$ cat src/hdl/swa_pkg.sv
// ----------------------------------------------------------------------------
// swa_pkg: shared types and constants
// Opcodes, result actions, register indexes, parse states and the bundles
// that pass between the stop-and-wait acknowledge receiver modules.
// ----------------------------------------------------------------------------
package swa_pkg;

  // field widths
  localparam int unsigned OP_W    = 2;
  localparam int unsigned BYTE_W  = 8;
  localparam int unsigned ACT_W   = 2;
  localparam int unsigned TRIES_W = 4;
  localparam int unsigned CIDX_W  = 3;

  // input opcodes
  localparam logic [OP_W-1:0] OP_START = 2'd0;
  localparam logic [OP_W-1:0] OP_BYTE  = 2'd1;
  localparam logic [OP_W-1:0] OP_TICK  = 2'd2;

  // result actions
  localparam logic [ACT_W-1:0] ACT_NONE = 2'd0;
  localparam logic [ACT_W-1:0] ACT_RETX = 2'd1;
  localparam logic [ACT_W-1:0] ACT_ACK  = 2'd2;
  localparam logic [ACT_W-1:0] ACT_FAIL = 2'd3;

  // configuration register indexes
  localparam logic [CIDX_W-1:0] CFG_FLAG    = 3'd0;
  localparam logic [CIDX_W-1:0] CFG_ADDR    = 3'd1;
  localparam logic [CIDX_W-1:0] CFG_READY0  = 3'd2;
  localparam logic [CIDX_W-1:0] CFG_READY1  = 3'd3;
  localparam logic [CIDX_W-1:0] CFG_REJECT0 = 3'd4;
  localparam logic [CIDX_W-1:0] CFG_REJECT1 = 3'd5;
  localparam logic [CIDX_W-1:0] CFG_MAXTRY  = 3'd6;

  // saturation point of the try counter
  localparam logic [TRIES_W-1:0] TRIES_MAX = 4'd15;

  // supervisory frame parser states
  typedef enum logic [6:0] {
    PS_HUNT = 7'b0000001,
    PS_FLAG = 7'b0000010,
    PS_ADDR = 7'b0000100,
    PS_RR_C = 7'b0001000,
    PS_RR_K = 7'b0010000,
    PS_RJ_C = 7'b0100000,
    PS_RJ_K = 7'b1000000
  } pstate_t;

  // configuration register set
  typedef struct packed {
    logic [BYTE_W-1:0]  flag_byte;
    logic [BYTE_W-1:0]  address_byte;
    logic [BYTE_W-1:0]  ready0_code;
    logic [BYTE_W-1:0]  ready1_code;
    logic [BYTE_W-1:0]  reject0_code;
    logic [BYTE_W-1:0]  reject1_code;
    logic [TRIES_W-1:0] max_tries;
  } cfg_t;

  // one input beat
  typedef struct packed {
    logic [OP_W-1:0]   opcode;
    logic [BYTE_W-1:0] rx_byte;
  } item_t;

  // one result beat
  typedef struct packed {
    logic [ACT_W-1:0]   action;
    logic               seq_now;
    logic [TRIES_W-1:0] tries_now;
  } res_t;

endpackage

$ cat src/hdl/swa_cfg_regs.sv
// ----------------------------------------------------------------------------
// swa_cfg_regs: configuration register file
// Seven write-only registers loaded from the plain write port.
// ----------------------------------------------------------------------------
module swa_cfg_regs (
  input  logic                       clk,
  input  logic                       rst_n,
  input  logic                       cfg_we,
  input  logic [swa_pkg::CIDX_W-1:0] cfg_idx,
  input  logic [swa_pkg::BYTE_W-1:0] cfg_wdata,
  output swa_pkg::cfg_t              cfg
);
  import swa_pkg::*;

  cfg_t cfg_r;
  cfg_t cfg_nxt;

  // index decode, writes beyond the list are dropped
  always_comb begin
    cfg_nxt = cfg_r;
    if (cfg_we) begin
      unique case (cfg_idx)
        CFG_FLAG:    cfg_nxt.flag_byte    = cfg_wdata;
        CFG_ADDR:    cfg_nxt.address_byte = cfg_wdata;
        CFG_READY0:  cfg_nxt.ready0_code  = cfg_wdata;
        CFG_READY1:  cfg_nxt.ready1_code  = cfg_wdata;
        CFG_REJECT0: cfg_nxt.reject0_code = cfg_wdata;
        CFG_REJECT1: cfg_nxt.reject1_code = cfg_wdata;
        CFG_MAXTRY:  cfg_nxt.max_tries    = cfg_wdata[TRIES_W-1:0];
        default:     cfg_nxt = cfg_r;
      endcase
    end
  end

  // register storage with reset values
  always_ff @(posedge clk) begin
    if (!rst_n) begin
      cfg_r.flag_byte    <= 8'd126;
      cfg_r.address_byte <= 8'd3;
      cfg_r.ready0_code  <= 8'd5;
      cfg_r.ready1_code  <= 8'd133;
      cfg_r.reject0_code <= 8'd1;
      cfg_r.reject1_code <= 8'd129;
      cfg_r.max_tries    <= 4'd3;
    end else begin
      cfg_r <= cfg_nxt;
    end
  end

  assign cfg = cfg_r;

endmodule

$ cat src/hdl/swa_step.sv
// ----------------------------------------------------------------------------
// swa_step: receiver state and per-beat update
// Holds the parser state, sequence bit, try count and wait flag, and works
// out the result and next state of one input beat in a single pass.
// ----------------------------------------------------------------------------
module swa_step (
  input  logic           clk,
  input  logic           rst_n,
  input  logic           adv,
  input  swa_pkg::item_t item,
  input  swa_pkg::cfg_t  cfg,
  output swa_pkg::res_t  res
);
  import swa_pkg::*;

  pstate_t            ps_r, ps_nxt;
  logic               seq_r, seq_nxt;
  logic [TRIES_W-1:0] tries_r, tries_nxt;
  logic               wait_r, wait_nxt;
  logic [ACT_W-1:0]   act;

  logic               is_flag;
  logic               is_rdy, is_rej, rdy_ok, rej_ok;
  logic               rr_chk, rj_chk;
  logic [TRIES_W-1:0] tries_inc;
  logic               retx_fail;
  logic [BYTE_W-1:0]  b;

  // byte matches against the configured codes
  always_comb begin
    b       = item.rx_byte;
    is_flag = (b == cfg.flag_byte);
    is_rdy  = (b == cfg.ready0_code) || (b == cfg.ready1_code);
    is_rej  = (b == cfg.reject0_code) || (b == cfg.reject1_code);
    rdy_ok  = (!seq_r && (b == cfg.ready1_code)) || (seq_r && (b == cfg.ready0_code));
    rej_ok  = (!seq_r && (b == cfg.reject0_code)) || (seq_r && (b == cfg.reject1_code));
    rr_chk  = (b == (cfg.address_byte ^ cfg.ready0_code)) ||
              (b == (cfg.address_byte ^ cfg.ready1_code));
    rj_chk  = (b == (cfg.address_byte ^ cfg.reject0_code)) ||
              (b == (cfg.address_byte ^ cfg.reject1_code));
  end

  // saturating try count and limit check for a retransmit request
  assign tries_inc = (tries_r < TRIES_MAX) ? tries_r + 4'd1 : tries_r;
  assign retx_fail = (tries_inc >= cfg.max_tries);

  // next state and action
  always_comb begin
    ps_nxt    = ps_r;
    seq_nxt   = seq_r;
    tries_nxt = tries_r;
    wait_nxt  = wait_r;
    act       = ACT_NONE;
    case (item.opcode)
      OP_START: begin
        wait_nxt  = 1'b1;
        tries_nxt = '0;
        ps_nxt    = PS_HUNT;
      end
      OP_BYTE: begin
        if (wait_r) begin
          unique case (ps_r)
            PS_FLAG: begin
              ps_nxt = is_flag ? PS_FLAG : ((b == cfg.address_byte) ? PS_ADDR : PS_HUNT);
            end
            PS_ADDR: begin
              if (is_flag)      ps_nxt = PS_FLAG;
              else if (is_rdy)  ps_nxt = rdy_ok ? PS_RR_C : PS_HUNT;
              else if (is_rej)  ps_nxt = rej_ok ? PS_RJ_C : PS_HUNT;
              else              ps_nxt = PS_HUNT;
            end
            PS_RR_C: begin
              if (is_flag)      ps_nxt = PS_FLAG;
              else if (rr_chk)  ps_nxt = PS_RR_K;
              else              ps_nxt = PS_HUNT;
            end
            PS_RR_K: begin
              ps_nxt = PS_HUNT;
              if (is_flag) begin
                seq_nxt  = ~seq_r;
                wait_nxt = 1'b0;
                act      = ACT_ACK;
              end
            end
            PS_RJ_C: begin
              if (is_flag)      ps_nxt = PS_FLAG;
              else if (rj_chk)  ps_nxt = PS_RJ_K;
              else              ps_nxt = PS_HUNT;
            end
            PS_RJ_K: begin
              ps_nxt = PS_HUNT;
              if (is_flag) begin
                tries_nxt = tries_inc;
                if (retx_fail) begin
                  wait_nxt = 1'b0;
                  act      = ACT_FAIL;
                end else begin
                  act      = ACT_RETX;
                end
              end
            end
            default: begin
              ps_nxt = is_flag ? PS_FLAG : PS_HUNT;
            end
          endcase
        end
      end
      OP_TICK: begin
        // timeout leaves the parser alone unless the wait ends
        if (wait_r) begin
          tries_nxt = tries_inc;
          if (retx_fail) begin
            wait_nxt = 1'b0;
            ps_nxt   = PS_HUNT;
            act      = ACT_FAIL;
          end else begin
            act      = ACT_RETX;
          end
        end
      end
      default: act = ACT_NONE;
    endcase
  end

  // state registers, updated once per processed beat
  always_ff @(posedge clk) begin
    if (!rst_n) begin
      ps_r    <= PS_HUNT;
      seq_r   <= 1'b0;
      tries_r <= '0;
      wait_r  <= 1'b0;
    end else if (adv) begin
      ps_r    <= ps_nxt;
      seq_r   <= seq_nxt;
      tries_r <= tries_nxt;
      wait_r  <= wait_nxt;
    end
  end

  assign res.action    = act;
  assign res.seq_now   = seq_nxt;
  assign res.tries_now = tries_nxt;

endmodule

$ cat src/hdl/swa_out_reg.sv
// ----------------------------------------------------------------------------
// swa_out_reg: result register
// Holds one result beat until the consumer takes it.
// ----------------------------------------------------------------------------
module swa_out_reg (
  input  logic                        clk,
  input  logic                        rst_n,
  input  logic                        load,
  input  swa_pkg::res_t               res,
  output logic                        free,
  output logic                        out_valid,
  input  logic                        out_ready,
  output logic [swa_pkg::ACT_W-1:0]   out_action,
  output logic                        out_seq_now,
  output logic [swa_pkg::TRIES_W-1:0] out_tries_now
);
  import swa_pkg::*;

  logic vld_r;
  res_t res_r;

  // register can take a beat when empty or being drained
  assign free = !vld_r || out_ready;

  // valid flag
  always_ff @(posedge clk) begin
    if (!rst_n) begin
      vld_r <= 1'b0;
    end else if (free) begin
      vld_r <= load;
    end
  end

  // payload
  always_ff @(posedge clk) begin
    if (load) begin
      res_r <= res;
    end
  end

  assign out_valid     = vld_r;
  assign out_action    = res_r.action;
  assign out_seq_now   = res_r.seq_now;
  assign out_tries_now = res_r.tries_now;

endmodule

$ cat src/hdl/stop_wait_ack_receiver_top.sv
// ----------------------------------------------------------------------------
// stop_wait_ack_receiver_top: stop-and-wait sender, answer receiver
// Waits for the answer to a sent frame, parses supervisory frames and
// reports acknowledge, retransmit, failure or no action for every input beat.
// ----------------------------------------------------------------------------
//  channel  | signals                                   | direction
//  ---------+-------------------------------------------+----------
//  in       | in_valid/in_ready, in_opcode, in_rx_byte  | to block
//  out      | out_valid/out_ready, out_action,          | from block
//           | out_seq_now, out_tries_now                |
//  cfg      | cfg_we, cfg_idx, cfg_wdata                | to block
//
// one beat per cycle sustained while results are taken; each beat gives
// exactly one result beat, which passes through the input register, then
// the state update into the result register
// a full result register that is not taken stalls the state update and,
// once the input register is also full, drops in_ready
// synchronous active-low reset clears the pipeline and state and sets the configuration registers
// ----------------------------------------------------------------------------
module stop_wait_ack_receiver_top (
  input  logic                        clk,
  input  logic                        rst_n,
  input  logic                        in_valid,
  output logic                        in_ready,
  input  logic [swa_pkg::OP_W-1:0]    in_opcode,
  input  logic [swa_pkg::BYTE_W-1:0]  in_rx_byte,
  output logic                        out_valid,
  input  logic                        out_ready,
  output logic [swa_pkg::ACT_W-1:0]   out_action,
  output logic                        out_seq_now,
  output logic [swa_pkg::TRIES_W-1:0] out_tries_now,
  input  logic                        cfg_we,
  input  logic [swa_pkg::CIDX_W-1:0]  cfg_idx,
  input  logic [swa_pkg::BYTE_W-1:0]  cfg_wdata
);
  import swa_pkg::*;

  cfg_t  cfg;
  item_t item_r;
  logic  item_vld_r;
  logic  out_free;
  logic  adv;
  res_t  res;

  // configuration registers
  swa_cfg_regs u_cfg (
    .clk       (clk),
    .rst_n     (rst_n),
    .cfg_we    (cfg_we),
    .cfg_idx   (cfg_idx),
    .cfg_wdata (cfg_wdata),
    .cfg       (cfg)
  );

  // input register handshake
  assign adv      = item_vld_r && out_free;
  assign in_ready = !item_vld_r || out_free;

  always_ff @(posedge clk) begin
    if (!rst_n) begin
      item_vld_r <= 1'b0;
    end else if (in_ready) begin
      item_vld_r <= in_valid;
    end
  end

  always_ff @(posedge clk) begin
    if (in_valid && in_ready) begin
      item_r.opcode  <= in_opcode;
      item_r.rx_byte <= in_rx_byte;
    end
  end

  // state update
  swa_step u_step (
    .clk   (clk),
    .rst_n (rst_n),
    .adv   (adv),
    .item  (item_r),
    .cfg   (cfg),
    .res   (res)
  );

  // result register
  swa_out_reg u_out (
    .clk           (clk),
    .rst_n         (rst_n),
    .load          (adv),
    .res           (res),
    .free          (out_free),
    .out_valid     (out_valid),
    .out_ready     (out_ready),
    .out_action    (out_action),
    .out_seq_now   (out_seq_now),
    .out_tries_now (out_tries_now)
  );

endmodule

$ cat config.mk
export PLATFORM = sky130hd
export DESIGN_NAME = stop_wait_ack_receiver_top
export DESIGN_NICKNAME = d
export VERILOG_FILES = /design/src/hdl/swa_pkg.sv /design/src/hdl/swa_cfg_regs.sv /design/src/hdl/swa_step.sv /design/src/hdl/swa_out_reg.sv /design/src/hdl/stop_wait_ack_receiver_top.sv
export SDC_FILE = /design/constraint.sdc
export NUM_CORES = 1
export LEC_CHECK = 0
export ABC_CLOCK_PERIOD_IN_PS = 4800
export BUFFER_PORTS_ARGS = -buffer_cell sky130_fd_sc_hd__buf_2
export CAP_MARGIN = 20
export CORE_UTILIZATION = 30
export DETAILED_ROUTE_END_ITERATION = 12
export GPL_ROUTABILITY_DRIVEN = 0
export GPL_TIMING_DRIVEN = 0
export PLACE_DENSITY_LB_ADDON = 0.3
export REMOVE_ABC_BUFFERS = 1
export SYNTH_ARGS = -nofsm -noshare
export SYNTH_HDL_FRONTEND = slang
export SYNTH_SLANG_ARGS = --single-unit
export TNS_END_PERCENT = 100
$ cat constraint.sdc
create_clock -name clk -period 4.8 [get_ports clk]
set_input_delay 0.96 -clock clk [delete_from_list [all_inputs] [get_ports clk]]
set_output_delay 0.96 -clock clk [all_outputs]
set_load 0.005 [all_outputs]
==> impl_metrics.py <==
metrics = {
    "run_status": {
        "status": "completed",
    },
    "placed_design": {
        "port_buffers": 34,
        "post-place-cells": 761,
        "place_area_mm2": 0.00507,
        "place_hpwl_um": 8550,
        "place_ws_ns": 1.83,
    },
    "pwr": {
        "p_int_mw": 1.20,
        "peakVddDrop_mv": 0.165,
        "clkPwrFrac": 0.416,
        "p_leak_nw": 1.87,
        "power_frac_comb": 0.109,
        "power.total_mw": 1.63,
        "sw_frac_of_total": 0.261,
        "p_seq_frac": 0.476,
        "p_sw_mw": 0.424,
        "power.density_mw_per_mm2": 302,
    },
    "sta": {
        "setup_tns_ns": 0,
        "hold_ws_ns": 0.464,
        "tightest_slew_ns": 1.08,
        "finalCritPeriodShare": 0.630,
        "timing.slew.headroom": 0.278,
        "setup_viol": 0,
        "rsz0062_at_grt": "false",
        "fmax_mhz": 331,
        "worst_slack_ns": 1.78,
        "slew_viol_final": 0,
        "finClkSkew_ns": 0.00912,
        "min_period_ns": 3.02,
        "hold_viol": 0,
    },
    "worst_setup_path": {
        "cp_cell_sequence": "ha_1, nand3_1, mux2i_1, inv_1, ha_1, a21o_1, a211o_1, o21ai_1, a21o_4, or4_1, a21boi_1",
        "required_ns": 5.08,
        "reg2reg_from": "u_step.tries_r[0]",
        "crit_fanout": 8,
        "crit_slowest_cell": "or4_1",
        "crit_path_frequent_cell": "ha_1",
        "max_stage_delay_ns": 0.52,
        "critPathLaunchType": "register",
        "path_buf_inv": 1,
        "endpoint_kind": "register",
        "startpoint": "u_step.tries_r[0]",
        "cp.arrival_ns": 3.30,
        "worst-setup-path-type": "reg2reg",
        "cp_top_family": "compound AO/OA/AOI/OAI gates",
    },
    "routing": {
        "routed_wl_um": 12100,
        "drt_iter0_drc": 299,
        "drc": 0,
        "avgRoutedWirePerCell_um": 15.6,
        "drt-vias-per-instance": 4.80,
        "drt_pre_antenna_iters": 5,
        "drtAntennaViolNets": 0,
        "vias": 3738,
    },
    "cells_and_area": {
        "final_common_cell": "nand2_1",
        "instances_no_fill": 778,
        "insertedDiodeCount": 0,
        "utilization": 0.350,
        "area_growth_pct": 12.5,
        "mostFrequentLayoutCells": "nand2_1 (119), xnor2_1 (71), dfxtp_1 (67)",
        "design_area_mm2": 0.00538,
        "finalNetCount": 596,
        "drive_above_1_share": 0.125,
    },
    "clock_network": {
        "ctsResizeCount": 0,
        "path_clk_slew_ns": 0.06,
        "post-cts-setup-buffers": 0,
        "cts_buffer_depth": 2,
        "cts_sinks": 84,
        "cts_buffers": 9,
        "cts_max_level": 3,
        "clock_latency_ns": 0.35,
        "cts-root-buf": "clkbuf_16",
        "cts_tree": "done",
        "ctsHoldBuffers": 0,
    },
    "logic_synthesis": {
        "yosys-top-cells-area": "dfxtp_1 (28%), xnor2_1 (13%), edfxtp_1 (11%)",
        "ys_seq_area_frac": 0.387,
        "synthSimpleGateAreaFrac": 0.238,
        "synth_compound_area_frac": 0.126,
        "ys_ff_latch": 84,
        "synth_top_family_by_area": "simple AND/OR/NAND/NOR gates",
        "yosys_warnings": 0,
        "netlist_instances": 538,
        "yosysTopAreaCell": "dfxtp_1",
        "syn-cell-area_mm2": 0.00478,
        "synthMuxAreaShare": 0.0128,
        "synthArstFlopShare": 0,
        "yosysTopAreaCellShare": 0.281,
        "synthXorXnorAreaFrac": 0.177,
        "synth.avg_cell_area_um2": 8.89,
        "ys.flop_type": "dfxtp_1",
        "synth_edf_count": 17,
        "synthAdderAreaFrac": 0.0209,
        "synth_cell_type_count": 54,
    },
    "global_route": {
        "grt_pass1_wl_um": 19100,
        "antenna_found_initial": 0,
        "first_global_vias": 3703,
        "grt_usage": 0.155,
        "grt_max_degree": 69,
        "grt_remaining_overflow": 0,
    },
    "worst_hold_path": {
        "hold_path.class": "reg2reg",
        "min_from": "u_cfg.cfg[44]",
    },
    "floorplan": {
        "die_area_mm2": 0.0164,
        "pin_count": 35,
        "die_w_um": 128,
        "initial_core_util": 0.311,
        "dieHeight_um": 128,
        "core_mm2": 0.0154,
        "row_count": 45,
    },
    "job": {
        "cap_violations": 0,
    },
}
[sequential cells by signal (all words and copies together) (netlist names)]
| register | cells |
|---|---|
| u_cfg.cfg | 52 |
| item_r | 10 |
| u_step.ps_r | 7 |
| u_out.out_tries_now | 4 |
| u_step.tries_r | 4 |
| u_out.out_action | 2 |
| item_vld_r | 1 |
| u_out.out_seq_now | 1 |
| u_out.out_valid | 1 |
| u_step.seq_r | 1 |
| u_step.wait_r | 1 |
[worst paths after layout]
path                          to  slack (ns)  cells past startpoint
setup reg to reg  u_step.ps_r[3]        1.78                     11
setup / recovery  u_step.ps_r[3]        1.78                     11
hold / removal     u_cfg.cfg[44]        0.46                      2
hold reg to reg    u_cfg.cfg[44]        0.46                      2
[power groups by stage]
stage               registers [mW]  clock network (mW)  logic, mW
floorplan                    0.780                   0      0.115
global placement             0.789                   0      0.171
detailed placement           0.789                   0      0.173
CTS                          0.774               0.687      0.175
global route                 0.776               0.715      0.194
finish                       0.773               0.675      0.176
[worst reg2reg max path, stage by stage, from the launching register on]
cell and delay, ns:
dfxtp_1 0.49, ha_1 0.26, nand3_1 0.19, mux2i_1 0.28, inv_1 0.10, ha_1 0.28, a21o_1 0.10, a211o_1 0.11
o21ai_1 0.17, a21o_4 0.31, or4_1 0.52, a21boi_1 0.15
[synth_stat cells, types with 2 or more instances]
library cell,instances
nand4_1,19
edfxtp_1,17
ha_1,8
o21ai_1,8
a31oi_1,2
inv_1,10
a21boi_0,33
nand2_1,119
and2_1,4
nor2b_1,8
clkbuf_1,14
nand2b_1,7
xor2_4,3
a21oi_1,9
buf_6,8
nor3_1,9
xor2_1,7
o21ai_0,7
and3_1,2
a31o_2,2
nor4_1,4
a21boi_1,9
o22ai_1,3
xor2_2,5
dfxtp_1,67
nand3b_1,2
nand4b_1,3
nor2_1,22
mux2i_1,5
nand3_1,26
xnor2_1,71
a21o_1,3
[cells by family (layout without fill, tap and decap cells)]
kind of cell | Yosys count | in the layout
adder cells (fa/ha/maj) | 8 | 8
AND/OR/NAND/NOR | 236 | 236
buffers and inverters | 32 | 61
XOR/XNOR | 86 | 86
AO/OA/AOI/OAI | 86 | 86
flip-flops | 84 | 84
multiplexers | 6 | 6
[layer usage]
layer	vias to the layer above	track usage	share of wire
met2	96	0.257	0.47
met1	1745	0.198	0.46
li1	1879	-	-
met5	-	0	0
met4	0	0.0561	0.023
met3	18	0.0313	0.043
[cell type report]
| cell class | count | area (µm²) |
|---|---|---|
| Fill cell | 1556 | 9990 |
| Clock buffer | 12 | 256 |
| Tap cell | 211 | 264 |
| Timing Repair Buffer | 35 | 190 |
| Clock inverter | 4 | 31.3 |
| Multi-Input combinational cell | 422 | 2750 |
| Sequential cell | 84 | 1850 |
| Inverter | 10 | 37.5 |
No activity file was read; power rests on OpenSTA's default activity.
